$ cat config.mk
export PLATFORM = sky130hd
export DESIGN_NAME = base58_block_decoder
export DESIGN_NICKNAME = d
export VERILOG_FILES = /design/src/sv/b58dec_pkg.sv /design/src/sv/b58dec_front.sv /design/src/sv/b58dec_fifo.sv /design/src/sv/b58dec_back.sv /design/src/sv/base58_block_decoder.sv
export SDC_FILE = /design/constraint.sdc
export NUM_CORES = 1
export LEC_CHECK = 0
export BUFFER_PORTS_ARGS = -buffer_cell sky130_fd_sc_hd__buf_2
export CORE_ASPECT_RATIO = 1.1
export CORE_MARGIN = 1
export CORE_UTILIZATION = 58
export CTS_CLUSTER_SIZE = 20
export DETAILED_ROUTE_END_ITERATION = 7
export PLACE_DENSITY = 0.78
export SLEW_MARGIN = 20
export SYNTH_ARGS = -nofsm -noshare
export SYNTH_HDL_FRONTEND = slang
export SYNTH_SLANG_ARGS = --single-unit
$ cat constraint.sdc
create_clock -name i_clk -period 8.9 [get_ports i_clk]
set_input_delay 1.78 -clock i_clk [delete_from_list [all_inputs] [get_ports i_clk]]
set_output_delay 1.78 -clock i_clk [all_outputs]
set_load 0.01 [all_outputs]
$ cat src/sv/b58dec_pkg.sv
package b58dec_pkg;

    // Characters and bytes in one full block
    localparam logic [3:0] FULL_CHARS = 4'd11;
    localparam logic [3:0] FULL_BYTES = 4'd8;

    // Default depth of the block queue between front and back
    localparam int QUEUE_DEPTH_DEF = 4;

    typedef enum logic [1:0] {
        ST_OK         = 2'd0,
        ST_BAD_SYMBOL = 2'd1,
        ST_OVERFLOW   = 2'd2,
        ST_BAD_LENGTH = 2'd3
    } t_status;

    typedef struct packed {
        logic [7:0] symbol;
        logic       last_symbol;
    } t_in_item;

    typedef struct packed {
        logic [7:0] out_byte;
        logic       end_of_block;
        logic       end_of_string;
        t_status    status;
    } t_out_item;

    // One finished block (or one error report) waiting to be serialized
    typedef struct packed {
        logic [63:0] value;
        logic [3:0]  nbytes;
        logic        eos;
        t_status     status;
    } t_job;

    typedef struct packed {
        logic       ok;
        logic [5:0] value;
    } t_digit;

    // Map an ASCII character to its base58 digit
    function automatic t_digit digit_of(input logic [7:0] c);
        t_digit d;
        logic [7:0] t;
        d = '0;
        t = '0;
        if (c >= 8'h31 && c <= 8'h39) begin
            t = c - 8'h31;
            d.ok = 1'b1;
        end else if (c >= 8'h41 && c <= 8'h48) begin
            t = c - 8'h41 + 8'd9;
            d.ok = 1'b1;
        end else if (c >= 8'h4A && c <= 8'h4E) begin
            t = c - 8'h4A + 8'd17;
            d.ok = 1'b1;
        end else if (c >= 8'h50 && c <= 8'h5A) begin
            t = c - 8'h50 + 8'd22;
            d.ok = 1'b1;
        end else if (c >= 8'h61 && c <= 8'h6B) begin
            t = c - 8'h61 + 8'd33;
            d.ok = 1'b1;
        end else if (c >= 8'h6D && c <= 8'h7A) begin
            t = c - 8'h6D + 8'd44;
            d.ok = 1'b1;
        end
        d.value = t[5:0];
        return d;
    endfunction

    // Byte count for a block of n characters; 0 for a length with no meaning
    function automatic logic [3:0] bytes_for_chars(input logic [3:0] n);
        logic [3:0] b;
        case (n)
            4'd2:    b = 4'd1;
            4'd3:    b = 4'd2;
            4'd5:    b = 4'd3;
            4'd6:    b = 4'd4;
            4'd7:    b = 4'd5;
            4'd9:    b = 4'd6;
            4'd10:   b = 4'd7;
            4'd11:   b = 4'd8;
            default: b = 4'd0;
        endcase
        return b;
    endfunction

endpackage

$ cat src/sv/b58dec_front.sv
module b58dec_front (
    input  logic                i_clk,
    input  logic                i_rst_n,
    input  logic                i_in_valid,
    input  b58dec_pkg::t_in_item i_in_data,
    output logic                o_in_ready,
    input  logic                i_q_full,
    output logic                o_push,
    output b58dec_pkg::t_job    o_job
);
    import b58dec_pkg::*;

    logic [63:0] r_value, n_value;
    logic [3:0]  r_chars, n_chars;
    t_status     r_err, n_err;

    t_digit      dig;
    logic [69:0] wide;
    logic [69:0] acc;
    logic        ovf;
    t_status     err_a;
    t_status     err_f;
    logic [63:0] val_a;
    logic [3:0]  chars_a;
    logic [3:0]  nb;
    logic        full;
    logic        last;
    logic        accept;

    assign o_in_ready = !i_q_full;
    assign accept     = i_in_valid && o_in_ready;
    assign last       = i_in_data.last_symbol;

    // Horner step: value * 58 + digit, with 58 = 64 - 8 + 2
    always_comb begin
        dig  = digit_of(i_in_data.symbol);
        wide = {6'd0, r_value};
        acc  = (wide << 6) - (wide << 3) + (wide << 1) + {64'd0, dig.value};
        ovf  = |acc[69:64];
    end

    // Classify the character and build the block job
    always_comb begin
        err_a = r_err;
        val_a = r_value;
        if (r_err == ST_OK) begin
            if (!dig.ok) begin
                err_a = ST_BAD_SYMBOL;
            end else if (ovf) begin
                err_a = ST_OVERFLOW;
            end else begin
                val_a = acc[63:0];
            end
        end
        chars_a = r_chars + 4'd1;
        full    = (chars_a >= FULL_CHARS);
        nb      = bytes_for_chars(chars_a);

        // Length and fit checks on a short final block
        err_f = err_a;
        if (!full && last && err_a == ST_OK) begin
            if (nb == 4'd0) begin
                err_f = ST_BAD_LENGTH;
            end else if ((val_a >> {nb[2:0], 3'b000}) != 64'd0) begin
                err_f = ST_OVERFLOW;
            end
        end

        o_push = accept && (last || (full && err_a == ST_OK));
        if (err_f != ST_OK) begin
            o_job.value  = '0;
            o_job.nbytes = 4'd1;
            o_job.eos    = 1'b1;
            o_job.status = err_f;
        end else begin
            o_job.value  = val_a;
            o_job.nbytes = full ? FULL_BYTES : nb;
            o_job.eos    = last;
            o_job.status = ST_OK;
        end

        // Close the block at eleven characters or at the end mark
        n_value = val_a;
        n_chars = chars_a;
        n_err   = err_a;
        if (full || last) begin
            n_value = '0;
            n_chars = '0;
        end
        if (last) begin
            n_err = ST_OK;
        end
    end

    always_ff @(posedge i_clk) begin
        if (!i_rst_n) begin
            r_value <= '0;
            r_chars <= '0;
            r_err   <= ST_OK;
        end else if (accept) begin
            r_value <= n_value;
            r_chars <= n_chars;
            r_err   <= n_err;
        end
    end

    a_chars_range: assert property (@(posedge i_clk) disable iff (!i_rst_n)
        r_chars < FULL_CHARS)
        else $error("character count left the block range");

endmodule

$ cat src/sv/b58dec_fifo.sv
module b58dec_fifo #(
    parameter int DEPTH = b58dec_pkg::QUEUE_DEPTH_DEF
) (
    input  logic             i_clk,
    input  logic             i_rst_n,
    input  logic             i_push,
    input  b58dec_pkg::t_job i_job,
    output logic             o_full,
    input  logic             i_pop,
    output logic             o_empty,
    output b58dec_pkg::t_job o_head
);
    import b58dec_pkg::*;

    localparam int PTR_W = (DEPTH > 1) ? $clog2(DEPTH) : 1;
    localparam int CNT_W = $clog2(DEPTH + 1);

    t_job             r_mem [DEPTH];
    logic [PTR_W-1:0] r_wr, r_rd;
    logic [CNT_W-1:0] r_cnt;

    assign o_full  = (r_cnt == CNT_W'(DEPTH));
    assign o_empty = (r_cnt == '0);
    assign o_head  = r_mem[r_rd];

    // Write the tail entry
    always_ff @(posedge i_clk) begin
        if (i_push) begin
            r_mem[r_wr] <= i_job;
        end
    end

    // Advance pointers and count
    always_ff @(posedge i_clk) begin
        if (!i_rst_n) begin
            r_wr  <= '0;
            r_rd  <= '0;
            r_cnt <= '0;
        end else begin
            if (i_push) begin
                r_wr <= (r_wr == PTR_W'(DEPTH - 1)) ? '0 : r_wr + 1'b1;
            end
            if (i_pop) begin
                r_rd <= (r_rd == PTR_W'(DEPTH - 1)) ? '0 : r_rd + 1'b1;
            end
            if (i_push && !i_pop) begin
                r_cnt <= r_cnt + 1'b1;
            end else if (i_pop && !i_push) begin
                r_cnt <= r_cnt - 1'b1;
            end
        end
    end

    a_no_overrun: assert property (@(posedge i_clk) disable iff (!i_rst_n)
        i_push |-> !o_full)
        else $error("block queue written while full");

    a_no_underrun: assert property (@(posedge i_clk) disable iff (!i_rst_n)
        i_pop |-> !o_empty)
        else $error("block queue read while empty");

endmodule

$ cat src/sv/b58dec_back.sv
module b58dec_back (
    input  logic                  i_clk,
    input  logic                  i_rst_n,
    input  logic                  i_q_empty,
    input  b58dec_pkg::t_job      i_q_head,
    output logic                  o_pop,
    output logic                  o_out_valid,
    input  logic                  i_out_ready,
    output b58dec_pkg::t_out_item o_out_data
);
    import b58dec_pkg::*;

    logic [63:0] r_shift;
    logic [3:0]  r_left;
    logic        r_eos;
    t_status     r_status;
    logic        r_active;
    logic        r_out_valid;
    t_out_item   r_out_item;

    logic        take;
    logic        last_beat;
    logic [3:0]  pad;

    assign take      = r_active && (!r_out_valid || i_out_ready);
    assign last_beat = (r_left == 4'd1);
    assign o_pop     = !i_q_empty && (!r_active || (take && last_beat));
    assign pad       = FULL_BYTES - i_q_head.nbytes;

    assign o_out_valid = r_out_valid;
    assign o_out_data  = r_out_item;

    // Serializer: load a job left-aligned, then shift out one byte per beat
    always_ff @(posedge i_clk) begin
        if (!i_rst_n) begin
            r_active <= 1'b0;
            r_left   <= '0;
        end else if (o_pop) begin
            r_active <= 1'b1;
            r_left   <= i_q_head.nbytes;
        end else if (take) begin
            r_left <= r_left - 4'd1;
            if (last_beat) begin
                r_active <= 1'b0;
            end
        end
    end

    always_ff @(posedge i_clk) begin
        if (o_pop) begin
            r_shift  <= i_q_head.value << {pad[2:0], 3'b000};
            r_eos    <= i_q_head.eos;
            r_status <= i_q_head.status;
        end else if (take) begin
            r_shift <= r_shift << 8;
        end
    end

    // Output register: hold while stalled, drop valid once taken
    always_ff @(posedge i_clk) begin
        if (!i_rst_n) begin
            r_out_valid <= 1'b0;
        end else if (take) begin
            r_out_valid <= 1'b1;
        end else if (i_out_ready) begin
            r_out_valid <= 1'b0;
        end
    end

    always_ff @(posedge i_clk) begin
        if (take) begin
            r_out_item.out_byte      <= r_shift[63:56];
            r_out_item.end_of_block  <= last_beat;
            r_out_item.end_of_string <= last_beat && r_eos;
            r_out_item.status        <= r_status;
        end
    end

    a_left_range: assert property (@(posedge i_clk) disable iff (!i_rst_n)
        r_active |-> (r_left != 4'd0 && r_left <= FULL_BYTES))
        else $error("serializer byte count out of range");

    a_eos_closes_block: assert property (@(posedge i_clk) disable iff (!i_rst_n)
        (r_out_valid && r_out_item.end_of_string) |-> r_out_item.end_of_block)
        else $error("end of string without end of block");

    a_error_single: assert property (@(posedge i_clk) disable iff (!i_rst_n)
        (r_out_valid && r_out_item.status != ST_OK) |->
            (r_out_item.out_byte == 8'd0 && r_out_item.end_of_string))
        else $error("error beat is not a lone closing beat");

endmodule

$ cat src/sv/base58_block_decoder.sv
// Streaming base58 block decoder. One ASCII character is taken per beat on
// the input channel, last_symbol marking the end of the string; the block
// value is built combinationally as value*58+digit for each character, so the
// front takes one character every clock while the block queue has room.
// Eleven characters close a full block of 8 big-endian bytes; a final short
// block of 2, 3, 5, 6, 7, 9 or 10 characters gives 1 to 7 bytes. Finished
// blocks wait in a QUEUE_DEPTH-entry queue and a serializer sends one byte
// per clock while the output is ready. An invalid symbol, an overflow or a
// final block of 1, 4 or 8 characters is reported once, at the end of the
// string, as a single beat with out_byte 0 and a nonzero status; bytes
// already sent for that string stand and are to be discarded downstream.
module base58_block_decoder #(
    parameter int QUEUE_DEPTH = b58dec_pkg::QUEUE_DEPTH_DEF
) (
    input  logic                  i_clk,
    input  logic                  i_rst_n,
    input  logic                  i_in_valid,
    output logic                  o_in_ready,
    input  b58dec_pkg::t_in_item  i_in_data,
    output logic                  o_out_valid,
    input  logic                  i_out_ready,
    output b58dec_pkg::t_out_item o_out_data
);
    import b58dec_pkg::*;

    logic q_full;
    logic q_empty;
    logic push;
    logic pop;
    t_job push_job;
    t_job head_job;

    b58dec_front u_front (
        .i_clk      (i_clk),
        .i_rst_n    (i_rst_n),
        .i_in_valid (i_in_valid),
        .i_in_data  (i_in_data),
        .o_in_ready (o_in_ready),
        .i_q_full   (q_full),
        .o_push     (push),
        .o_job      (push_job)
    );

    b58dec_fifo #(
        .DEPTH (QUEUE_DEPTH)
    ) u_queue (
        .i_clk   (i_clk),
        .i_rst_n (i_rst_n),
        .i_push  (push),
        .i_job   (push_job),
        .o_full  (q_full),
        .i_pop   (pop),
        .o_empty (q_empty),
        .o_head  (head_job)
    );

    b58dec_back u_back (
        .i_clk       (i_clk),
        .i_rst_n     (i_rst_n),
        .i_q_empty   (q_empty),
        .i_q_head    (head_job),
        .o_pop       (pop),
        .o_out_valid (o_out_valid),
        .i_out_ready (i_out_ready),
        .o_out_data  (o_out_data)
    );

endmodule
; ---- Word level (Yosys, flattened, before mapping)
; Memory sizes are Yosys's and may differ from the RTL's. A register that Yosys moved wholly into a read port is not among the register bits.
; Cells that the tools add are included.
[totals]
register_bits = 162
ramBits = 284
rom_bits = 64
elab_cells = 141
memories = 2
[mem_list]
columns = memory, depth, width, read_ports, rd_ports_with_merged_regs, write_ports, line_no
row1 = u_queue.r_mem, 4, 71, 1, 1, 1, b58dec_fifo.sv:18  ; t_job r_mem [DEPTH];
row2 = (name not given), 16, 4, 1, 0, 0, b58dec_pkg.sv:74  ; case (n)
[classes]
n_addsub = 21
magnitude_cmp = 13
n_eq_ne = 4
shift = 2
mux = 43
reduce_logical = 40
[ops]
columns = cell, count
row1 = 64-bit 2-to-1 mux, 6
row2 = 71-bit 2-to-1 mux, 1
row3 = 70-bit by 6-bit adder with 70-bit output, 1
row4 = 70-bit by 65-bit adder with 70-bit output, 1
row5 = 70-bit by 67-bit subtractor with 70-bit output, 1
row6 = 64-bit nonzero test, 1
row7 = 64-bit by 6-bit << shifter with 64-bit output, 1
row8 = 64-bit by 6-bit >> shifter with 64-bit output, 1
row9 = 8-bit by 7-bit greater-or-equal comparator with 1-bit output (second input constant), 5
row10 = 8-bit by 7-bit less-or-equal comparator with 1-bit output (second input constant), 5
row11 = 6-bit 2-to-1 mux, 6
row12 = 2-bit 2-to-1 mux, 11
row13 = 6-bit subtractor (second input constant), 3
row14 = 1-bit logical AND, 17
row15 = 4-bit 2-to-1 mux, 4
row16 = 1-bit 2-to-1 mux, 13
row17 = 6-bit by 5-bit adder with 6-bit output (second input constant), 2
row18 = 6-bit adder (second input constant), 2
row19 = 2-bit nonzero test, 5
row20 = 8-bit by 6-bit greater-or-equal comparator with 1-bit output (second input constant), 1
row21 = 8-bit by 6-bit less-or-equal comparator with 1-bit output (second input constant), 1
row22 = 1-bit zero test, 7
row23 = 6-bit by 4-bit adder with 6-bit output (second input constant), 1
row24 = 3-bit 2-to-1 mux, 2
row25 = other kinds (19), 25

; ---- Depth between registers and ports, before layout
; Gate-level depths: netlist of run 1.
[logic_depth]
ltp_word = 21
mapped_depth = 33
depth_no_buf = 29

; ---- Hierarchy
; Synthesis of run 1 repeated with hierarchy kept, for this count alone.
[hier_totals]
hier_cells = 2557
area_unflattened_um2 = 28220.8
[by_module_without_submodules]
columns = mod, n_inst, cells_each, area_each_um2, seq_area_each_um2
row1 = b58dec_front, 1, 1731, 12126.6, 1401.3
row2 = b58dec_fifo, 1, 415, 10779.1, 8708.4
row3 = b58dec_back, 1, 411, 5315.1, 2492.4

; ---- Worst setup path after synthesis of run 1
; No wires, ideal clock.
[synth_timing]
path_kind = input -> register
start = in i_in_data[2] (netlist bit)
end = mem u_queue.r_mem[1][0] (netlist bit), enable pin
setup_ns = 0.437
arrival_ns = 8.826
slack_ns = -0.363
cell_stages = 22
path_buffers = 1
cell_sequence = inv_1 ha_1 or4b_1 or4b_2 nand2_1 nor2b_1 o311a_1 o31ai_1 fa_1 ha_1 a21o_1 or2_1 o211ai_1 a211oi_1 o211a_1 or3_4 a211o_1 a2111o_1 nor2_1 o21a_1 clkbuf_1 and2_1
[synth_between]
elab_chain_len = 19
elab_cells_between_ends = 52
cone_classes = add/sub: 12 / order compare: 12 / mux: 17 / reduce/logical: 11
[synth_lines]
columns = element, line_no
row1 = "start, declared", base58_block_decoder.sv:19  ; input b58dec_pkg::t_in_item i_in_data,
row2 = "6-bit subtractor, or another cell as far along", b58dec_pkg.sv:64  ; t = c - 8'h6D + 8'd44;
row3 = 6-bit adder / 1-bit logical AND (equally long branches), "b58dec_pkg.sv:64, b58dec_pkg.sv:63"
row4 = 6-bit 2-to-1 mux, b58dec_pkg.sv:63  ; end else if (c >= 8'h6D && c <= 8'h7A) begin
row5 = 6-bit 2-to-1 mux, b58dec_pkg.sv:60  ; end else if (c >= 8'h61 && c <= 8'h6B) begin
row6 = 6-bit 2-to-1 mux, b58dec_pkg.sv:57  ; end else if (c >= 8'h50 && c <= 8'h5A) begin
row7 = 6-bit 2-to-1 mux, b58dec_pkg.sv:54  ; end else if (c >= 8'h4A && c <= 8'h4E) begin
row8 = 6-bit 2-to-1 mux, b58dec_pkg.sv:51  ; end else if (c >= 8'h41 && c <= 8'h48) begin
row9 = 6-bit 2-to-1 mux, b58dec_pkg.sv:48  ; if (c >= 8'h31 && c <= 8'h39) begin
row10 = [4 not listed], n/a
row11 = 2-bit 2-to-1 mux *, b58dec_front.sv:46  ; if (r_err == ST_OK) begin
row12 = 2-bit zero test *, b58dec_front.sv:69  ; o_push = accept && (last || (full && err_a == ST_OK));
row13 = 1-bit logical AND *, b58dec_front.sv:69
row14 = 1-bit logical OR *, b58dec_front.sv:69
row15 = 1-bit logical AND *, b58dec_front.sv:69
row16 = net push, base58_block_decoder.sv:28  ; logic push;
row17 = 1-bit 2-to-1 mux *, b58dec_fifo.sv:28  ; if (i_push) begin
row18 = 1-bit 2-to-1 mux (not written as such) *, b58dec_fifo.sv:29  ; r_mem[r_wr] <= i_job;
row19 = "end, declared", b58dec_fifo.sv:18
; Mark *: on every way through the listed nets, which the timed path passes. The rest lies on a longest branch.

==> impl_metrics.py, run 1 <==
metrics = {
    "outcome": {
        "outcome": "complete, no violations",
    },
    "cts": {
        "postCtsHoldBufs": 0,
        "cts_tree": "yes",
        "clk_latency_ps": 560,
        "clock_path_buffers": 3,
        "numCtsBuffers": 42,
        "cts.sinks": 448,
        "cts_htree_levels": 2,
        "clkTransAtPathRegs_ps": 70,
        "cts_root_buffer": "clkbuf_16",
    },
    "worst_setup_path": {
        "slowest_stage": "or4b_2",
        "crit_fanout": 36,
        "rr_startpoint": "u_front.r_value[27]",
        "required_ps": 9190,
        "cpMostUsedCell": "buf_4",
        "worst_path_largest_cell_delay_ps": 630,
        "reg2regPathDepth": 21,
        "regToRegSetupSlack_ps": 2350,
        "critPathKind": "in2reg",
        "setup.worst_path.end_class": "register",
        "cp.arrival_ps": 9040,
        "startpoint_type": "primary input",
        "r2r_end": "u_queue.r_mem[1][38]",
    },
    "placed_design": {
        "dpl.hpwl_um": 59400,
        "io_buffers": 26,
        "placed_area_um2": 29600,
        "pre_cts_slack_ps": -443,
        "place_inst": 3330,
        "gp_congestion": 0.996,
    },
    "pwr": {
        "powerDensity_nw_per_um2": 262,
        "peakVddDrop_v": 0.000331,
        "p_leak_nw": 12.2,
    },
    "synthesis": {
        "seq_area_frac_synth_pct": 45.5,
        "synth-seq-cells": 448,
        "netlist.area_leader.share_pct": 39.4,
        "synth_top_area_cell": "edfxtp_1",
        "synth_fp_nets": 2811,
        "ys.flop_type": "edfxtp_1",
        "synth_area_um2": 27700,
        "synth_area_leaders": "edfxtp_1 39%, dfxtp_1 6.2%, mux4_2 5.7%, fa_1 4.6%, ha_1 4.3%",
        "yosys_warnings": 0,
        "async_flop_share_pct": 0,
        "netlist_instances": 2638,
        "synth_cell_types": 93,
        "avgSynthCellArea_um2": 10.5,
        "synth_enable_flop_cells": 363,
    },
    "finish": {
        "layout.nets": 2913,
        "diodes": 0,
        "mostFrequentLayoutCells": "363 x edfxtp_1, 221 x inv_1, 201 x a21oi_1",
        "fin_cells": 3407,
        "syn2layout_area_growth_pct": 12.7,
        "drive_gt1_share_pct": 17.7,
        "final_common_cell": "edfxtp_1",
        "fin_util_pct": 66.6,
        "final_cell_area_um2": 31200,
    },
    "die": {
        "num_rows": 83,
        "die_w_um": 210,
        "ios": 27,
        "core-area_um2": 46800,
        "initial_core_util_pct": 59.1,
        "design.die.area_um2": 48600,
        "die_h_um": 231,
    },
    "sta": {
        "finalMaxSlewViolations": 0,
        "finalHoldViolations": 0,
        "period_needed_ps": 8740,
        "clock_skew_ps": 18.3,
        "slew_headroom_pct": 30.2,
        "setup_viol_count_final": 0,
        "rsz0062_at_grt": "true",
        "fmax_ghz": 0.114,
        "fin_crit_sh_pct": 98.2,
        "worst-slew-pin-transition_ps": 1040,
        "setup_ws_ps": 156,
    },
    "detailed_routing": {
        "wire_per_inst_um": 23.7,
        "vias": 21899,
        "drtIter0Drc": 2231,
        "post_drt_via_cell_ratio": 6.43,
        "wl_um": 80800,
        "detail-route-antenna-nets": 0,
        "drc": 0,
        "dr.pass1.iters": 5,
    },
    "grt": {
        "grt_usage_pct": 33.4,
        "grt_use_met3_pct": 5.11,
        "grt_pass1_vias": 21445,
        "grt_use_met2_pct": 53.9,
        "grt_antenna_before_repair": 2,
        "grt_overflow_total": 0,
        "use_met1_pct": 44.9,
        "grt_pass1_wl_um": 125000,
        "grt_busiest_layer": "met2",
        "grt_max_degree": 100,
    },
    "flow_run": {
        "cap_violations": 0,
    },
    "worst_hold_path": {
        "hold_end": "u_back.o_out_data[5]",
        "hold_start": "u_back.r_shift[57]",
        "holdPathStages": 0,
        "hold_class": "reg2reg",
    },
}
[registers in the layout, indices dropped and copies added, names as in the netlist, named ones only]
signal,flops
u_queue.r_rd,2
u_back.o_out_valid,1
u_back.r_shift,64
u_queue.r_cnt,3
u_back.r_status,2
u_queue.r_wr,2
u_front.r_chars,4
u_back.r_eos,1
u_front.r_value,64
u_queue.r_mem,284
u_back.o_out_data,12
u_back.r_active,1
u_back.r_left,4
u_front.r_err,2
[layer usage]
layer | wire (um) | up-vias
li1 | - | 9921
met1 | 32800 | 10638
met2 | 37700 | 1128
met3 | 6480 | 210
met4 | 3820 | 2
met5 | 9 | -
[worst max-delay path, delay by kind of cell]
family,cells,cell delay (ps)
adders and majority gates,3,960
buffers and inverters,6,900
muxes,1,260
AOI/OAI and AO/OA,11,2460
and+or+nand+nor,9,2670
[kinds of logic after synthesis]
family	Yosys count	share of synthesized area, %
mux	140	8.39
xor+xnor	72	2.28
simple gates	768	13.9
buf+inv	382	5.44
compound gates	668	15.5
flops	448	45.5
fa+ha+maj	160	8.97
[per-stage QoR]
stage	total power [mW]	TNS, ps	hold WS [ps]
2_1_floorplan	5.00	0	400
3_3_place_gp	6.19	-13260	403
3_5_place_dp	6.25	-64960	405
4_1_cts	8.04	0	421
5_1_grt	8.52	-1220	435
6_report	8.16	0	423
[synth_stat cells, types with 8 or more instances]
cell / number
o31ai_1: 15
mux4_2: 70
mux2i_1: 34
nand3_1: 22
and2_1: 61
dfxtp_1: 85
o21ai_0: 133
nand4_1: 46
a22o_1: 8
a211oi_1: 42
edfxtp_1: 363
a21o_1: 27
nor3_2: 21
xnor2_1: 45
o22ai_1: 41
nand2_1: 198
a31oi_1: 25
a22oi_1: 45
nor4_1: 22
o21ai_1: 8
a21boi_0: 12
clkbuf_1: 98
nor3_1: 86
xor2_1: 27
o211ai_1: 15
nand2b_1: 16
inv_1: 221
fa_1: 64
or3_1: 9
nor2_1: 195
buf_2: 30
o21a_1: 11
mux2_2: 35
buf_1: 26
ha_1: 96
nor2b_1: 42
a21oi_1: 202
[where the power goes]
group          internal [mW]  switching (mW)
Sequential              2.66           0.116
Combinational           1.38            2.21
Clock                   1.01           0.786
[final cells by class]
type	count	area [um2]
Clock inverter	27	260
Inverter	222	833
Tap cell	637	797
Clock buffer	47	1100
Fill cell	3515	15600
Multi-Input combinational cell	1809	13900
Sequential cell	448	12600
Timing Repair Buffer	217	1730
[how the worst max path moves through the flow]
stage	endpoint	slack, ps	depth (start not counted)	start
after floorplan	u_queue.r_mem[0][0]	410	22	i_in_data[2]
after global placement	u_queue.r_mem[0][3]	-130	31	i_in_data[1]
after detailed placement	u_queue.r_mem[0][22]	-440	30	i_in_data[1]
after CTS	u_queue.r_mem[1][22]	40	30	i_in_data[1]
after global routing	u_queue.r_mem[1][38]	-50	32	i_in_data[2]
final	u_queue.r_mem[1][38]	160	30	i_in_data[2]
[what timing repair did]
item | in CTS | in global routing
resized for setup | 0 | 42
endpoints found under the hold margin | 0 | 0
endpoints found under the setup margin | 0 | 267
buffers inserted | 0 | 2
Power figures use the tool's default switching activity.
==> inputs of run 2 (changes only) <==
--- a/config.mk
+++ b/config.mk
@@ -8,10 +8,10 @@
 export BUFFER_PORTS_ARGS = -buffer_cell sky130_fd_sc_hd__buf_2
 export CORE_ASPECT_RATIO = 1.1
 export CORE_MARGIN = 1
-export CORE_UTILIZATION = 58
+export CORE_UTILIZATION = 60
 export CTS_CLUSTER_SIZE = 20
 export DETAILED_ROUTE_END_ITERATION = 7
-export PLACE_DENSITY = 0.78
+export PLACE_DENSITY = 0.77
 export SLEW_MARGIN = 20
 export SYNTH_ARGS = -nofsm -noshare
 export SYNTH_HDL_FRONTEND = slang
==> constraint.sdc (replaced) <==
create_clock -name i_clk -period 8.42 [get_ports i_clk]
set_input_delay 1.684 -clock i_clk [delete_from_list [all_inputs] [get_ports i_clk]]
set_output_delay 1.684 -clock i_clk [all_outputs]
set_load 0.01 [all_outputs]
==> run 2 against run 1 <==
Against the previous run: the flow now finishes with violations (DRC); setup slack worse by 41 ps; hold slack lost 6.2 ps; utilization up 3.4 points; clock-buffer cell count increased by 5; combinational power increased by 11%; flip-flop and latch count unchanged; global-route usage rose by 2.4 points; non-clock buffer count up 54; sequential power is 6% higher; critical path type unchanged; critical endpoint is now u_queue.r_mem[3][3]; largest cell class unchanged.
==> impl_metrics.py, run 2 (synthesis results as in run 1) <==
metrics = {
    "finish": {
        "final_cell_area_um2": 31900,
        "fillers": 3286,
        "mostFrequentLayoutCells": "363 x edfxtp_1, 225 x buf_4, 218 x inv_1",
        "largestRegisters": "u_queue.r_mem (284), u_back.r_shift (64), u_front.r_value (64)",
        "drive_gt1_share_pct": 20.6,
        "final_common_cell": "edfxtp_1",
        "regMostFlops": "u_queue.r_mem",
        "largest_reg_flops": 284,
        "fin_cells": 3414,
        "layout.nets": 2966,
        "syn2layout_area_growth_pct": 15.2,
        "diodes": 0,
        "fin_util_pct": 70.0,
    },
    "placed_design": {
        "dpl.hpwl_um": 60900,
        "placed_area_um2": 29800,
        "gp_congestion": 0.982,
        "pre_cts_slack_ps": -851,
        "io_buffers": 26,
        "place_inst": 3319,
    },
    "pwr": {
        "p_clk_share_pct": 21.4,
        "switching_power_mw": 3.39,
        "power_mw": 8.85,
        "p_int_mw": 5.46,
        "pwr-share-comb_pct": 45.2,
        "pwr-share-seq_pct": 33.4,
        "switching_share_pct": 38.3,
        "powerDensity_nw_per_um2": 278,
        "peakVddDrop_v": 0.000254,
        "p_leak_nw": 12.5,
    },
    "worst_setup_path": {
        "critPathTopFamily": "compound AO/OA/AOI/OAI gates",
        "slowest_stage": "or4b_4",
        "cp.arrival_ps": 8580,
        "setup.worst_path.end_class": "register",
        "worst_path_largest_cell_delay_ps": 480,
        "required_ps": 8700,
        "crit_fanout": 8,
        "startpoint_type": "primary input",
        "critPathBufInv": 7,
        "cpMostUsedCell": "buf_4",
        "critPathKind": "in2reg",
    },
    "detailed_routing": {
        "dr.pass1.iters": 8,
        "detail-route-antenna-nets": 0,
        "wire_per_inst_um": 24.9,
        "drtIter0Drc": 2865,
        "wl_um": 85000,
        "vias": 22516,
        "drc": 5,
        "post_drt_via_cell_ratio": 6.60,
    },
    "sta": {
        "worst-slew-pin-transition_ps": 1070,
        "fin_crit_sh_pct": 98.6,
        "slew_headroom_pct": 28.2,
        "finalHoldViolations": 0,
        "hold_ws_ps": 417,
        "fmax_ghz": 0.120,
        "rsz0062_at_grt": "true",
        "period_needed_ps": 8300,
        "setup_viol_count_final": 0,
        "clock_skew_ps": 16.1,
        "setup_ws_ps": 115,
        "finalMaxSlewViolations": 0,
        "finalSetupTns_ps": 0,
    },
    "cts": {
        "cts_root_buffer": "clkbuf_16",
        "clkTransAtPathRegs_ps": 70,
        "numCtsBuffers": 42,
        "cts_htree_levels": 2,
        "cts_tree": "yes",
        "clk_latency_ps": 560,
        "clock_path_buffers": 3,
        "cts.sinks": 448,
    },
    "flow_run": {
        "cap_violations": 0,
    },
    "grt": {
        "grt_max_degree": 83,
        "grt_pass1_vias": 21856,
        "grt_antenna_before_repair": 0,
        "grt_overflow_total": 0,
        "grt_pass1_wl_um": 127000,
        "grt_usage_pct": 35.8,
    },
    "die": {
        "core-area_um2": 45600,
        "die_w_um": 207,
        "ios": 27,
        "num_rows": 82,
        "design.die.area_um2": 47000,
        "die_h_um": 227,
        "initial_core_util_pct": 60.7,
    },
    "worst_hold_path": {
        "hold_class": "reg2reg",
    },
    "outcome": {
        "failed_checks": "DRC",
        "outcome": "complete, but fails checks",
    },
}
[run 2: cell types whose count changed in the layout (fill, tap and decap cells not counted), sizes merged]
cell,before,now
buf,217,267
clkbuf,47,56
clkinv,19,14
clkinvlp,2,4
inv,224,226
and4,4,3
bufinv,4,3
[run 2: metal layers]
| metal | GRT usage, % | vias to the layer above | routed length [um] |
|---|---|---|---|
| met5 | 0 | - | 0 |
| met3 | 5.11 | 233 | 7170 |
| li1 | - | 10025 | - |
| met4 | 15.5 | 0 | 4140 |
| met2 | 58.6 | 1287 | 40400 |
| met1 | 47.6 | 10971 | 33300 |
[run 2: path summary, 6_finish.rpt]
path	slack, ps	to	cells past startpoint	start
min reg2reg	420	u_back.o_out_data[7]	0	u_back.r_shift[59]
min	420	u_back.o_out_data[7]	0	u_back.r_shift[59]
max	120	u_queue.r_mem[3][3]	31	i_in_data[2]
max reg2reg	1920	u_queue.r_mem[3][3]	22	u_front.r_value[16]
[run 2: cell type report]
cell class / count / area [um2] / area share [%]
Timing Repair Buffer: 271 / 2210 / 6.94
Multi-Input combinational cell: 1808 / 14100 / 44.3
Clock inverter: 25 / 226 / 0.710
Tap cell: 588 / 736 / 2.31
Clock buffer: 52 / 1130 / 3.54
Inverter: 222 / 836 / 2.62
Sequential cell: 448 / 12600 / 39.6
[run 2: power by group through the flow]
stage          logic (mW)  clock network (mW)  registers (mW)
4_1_cts              3.74                1.90            2.95
6_report             4.00                1.90            2.95
3_3_place_gp         3.60                   0            2.98
5_1_grt              4.25                1.98            2.99
3_5_place_dp         3.68                   0            3.00
2_1_floorplan        2.35                   0            2.93
[run 2: what timing repair did]
action | CTS | global route
endpoints found under the setup margin | 269 | 273
hold endpoints to repair | 0 | 0
setup buffers | 4 | 10
resized for setup | 19 | 99
cloned | 1 | 3
hold buffers | 0 | 0
pin swaps | 5 | 20
[run 2: worst register-to-register path: cells and delay by family (launching register included)]
| kind | cells | cell delay, ps |
|---|---|---|
| AO/OA/AOI/OAI | 10 | 2160 |
| AND/OR/NAND/NOR | 4 | 1710 |
| adder cells (fa/ha/maj) | 2 | 1020 |
| buffers and inverters | 5 | 780 |
| flip-flops | 1 | 400 |
| XOR/XNOR | 1 | 170 |
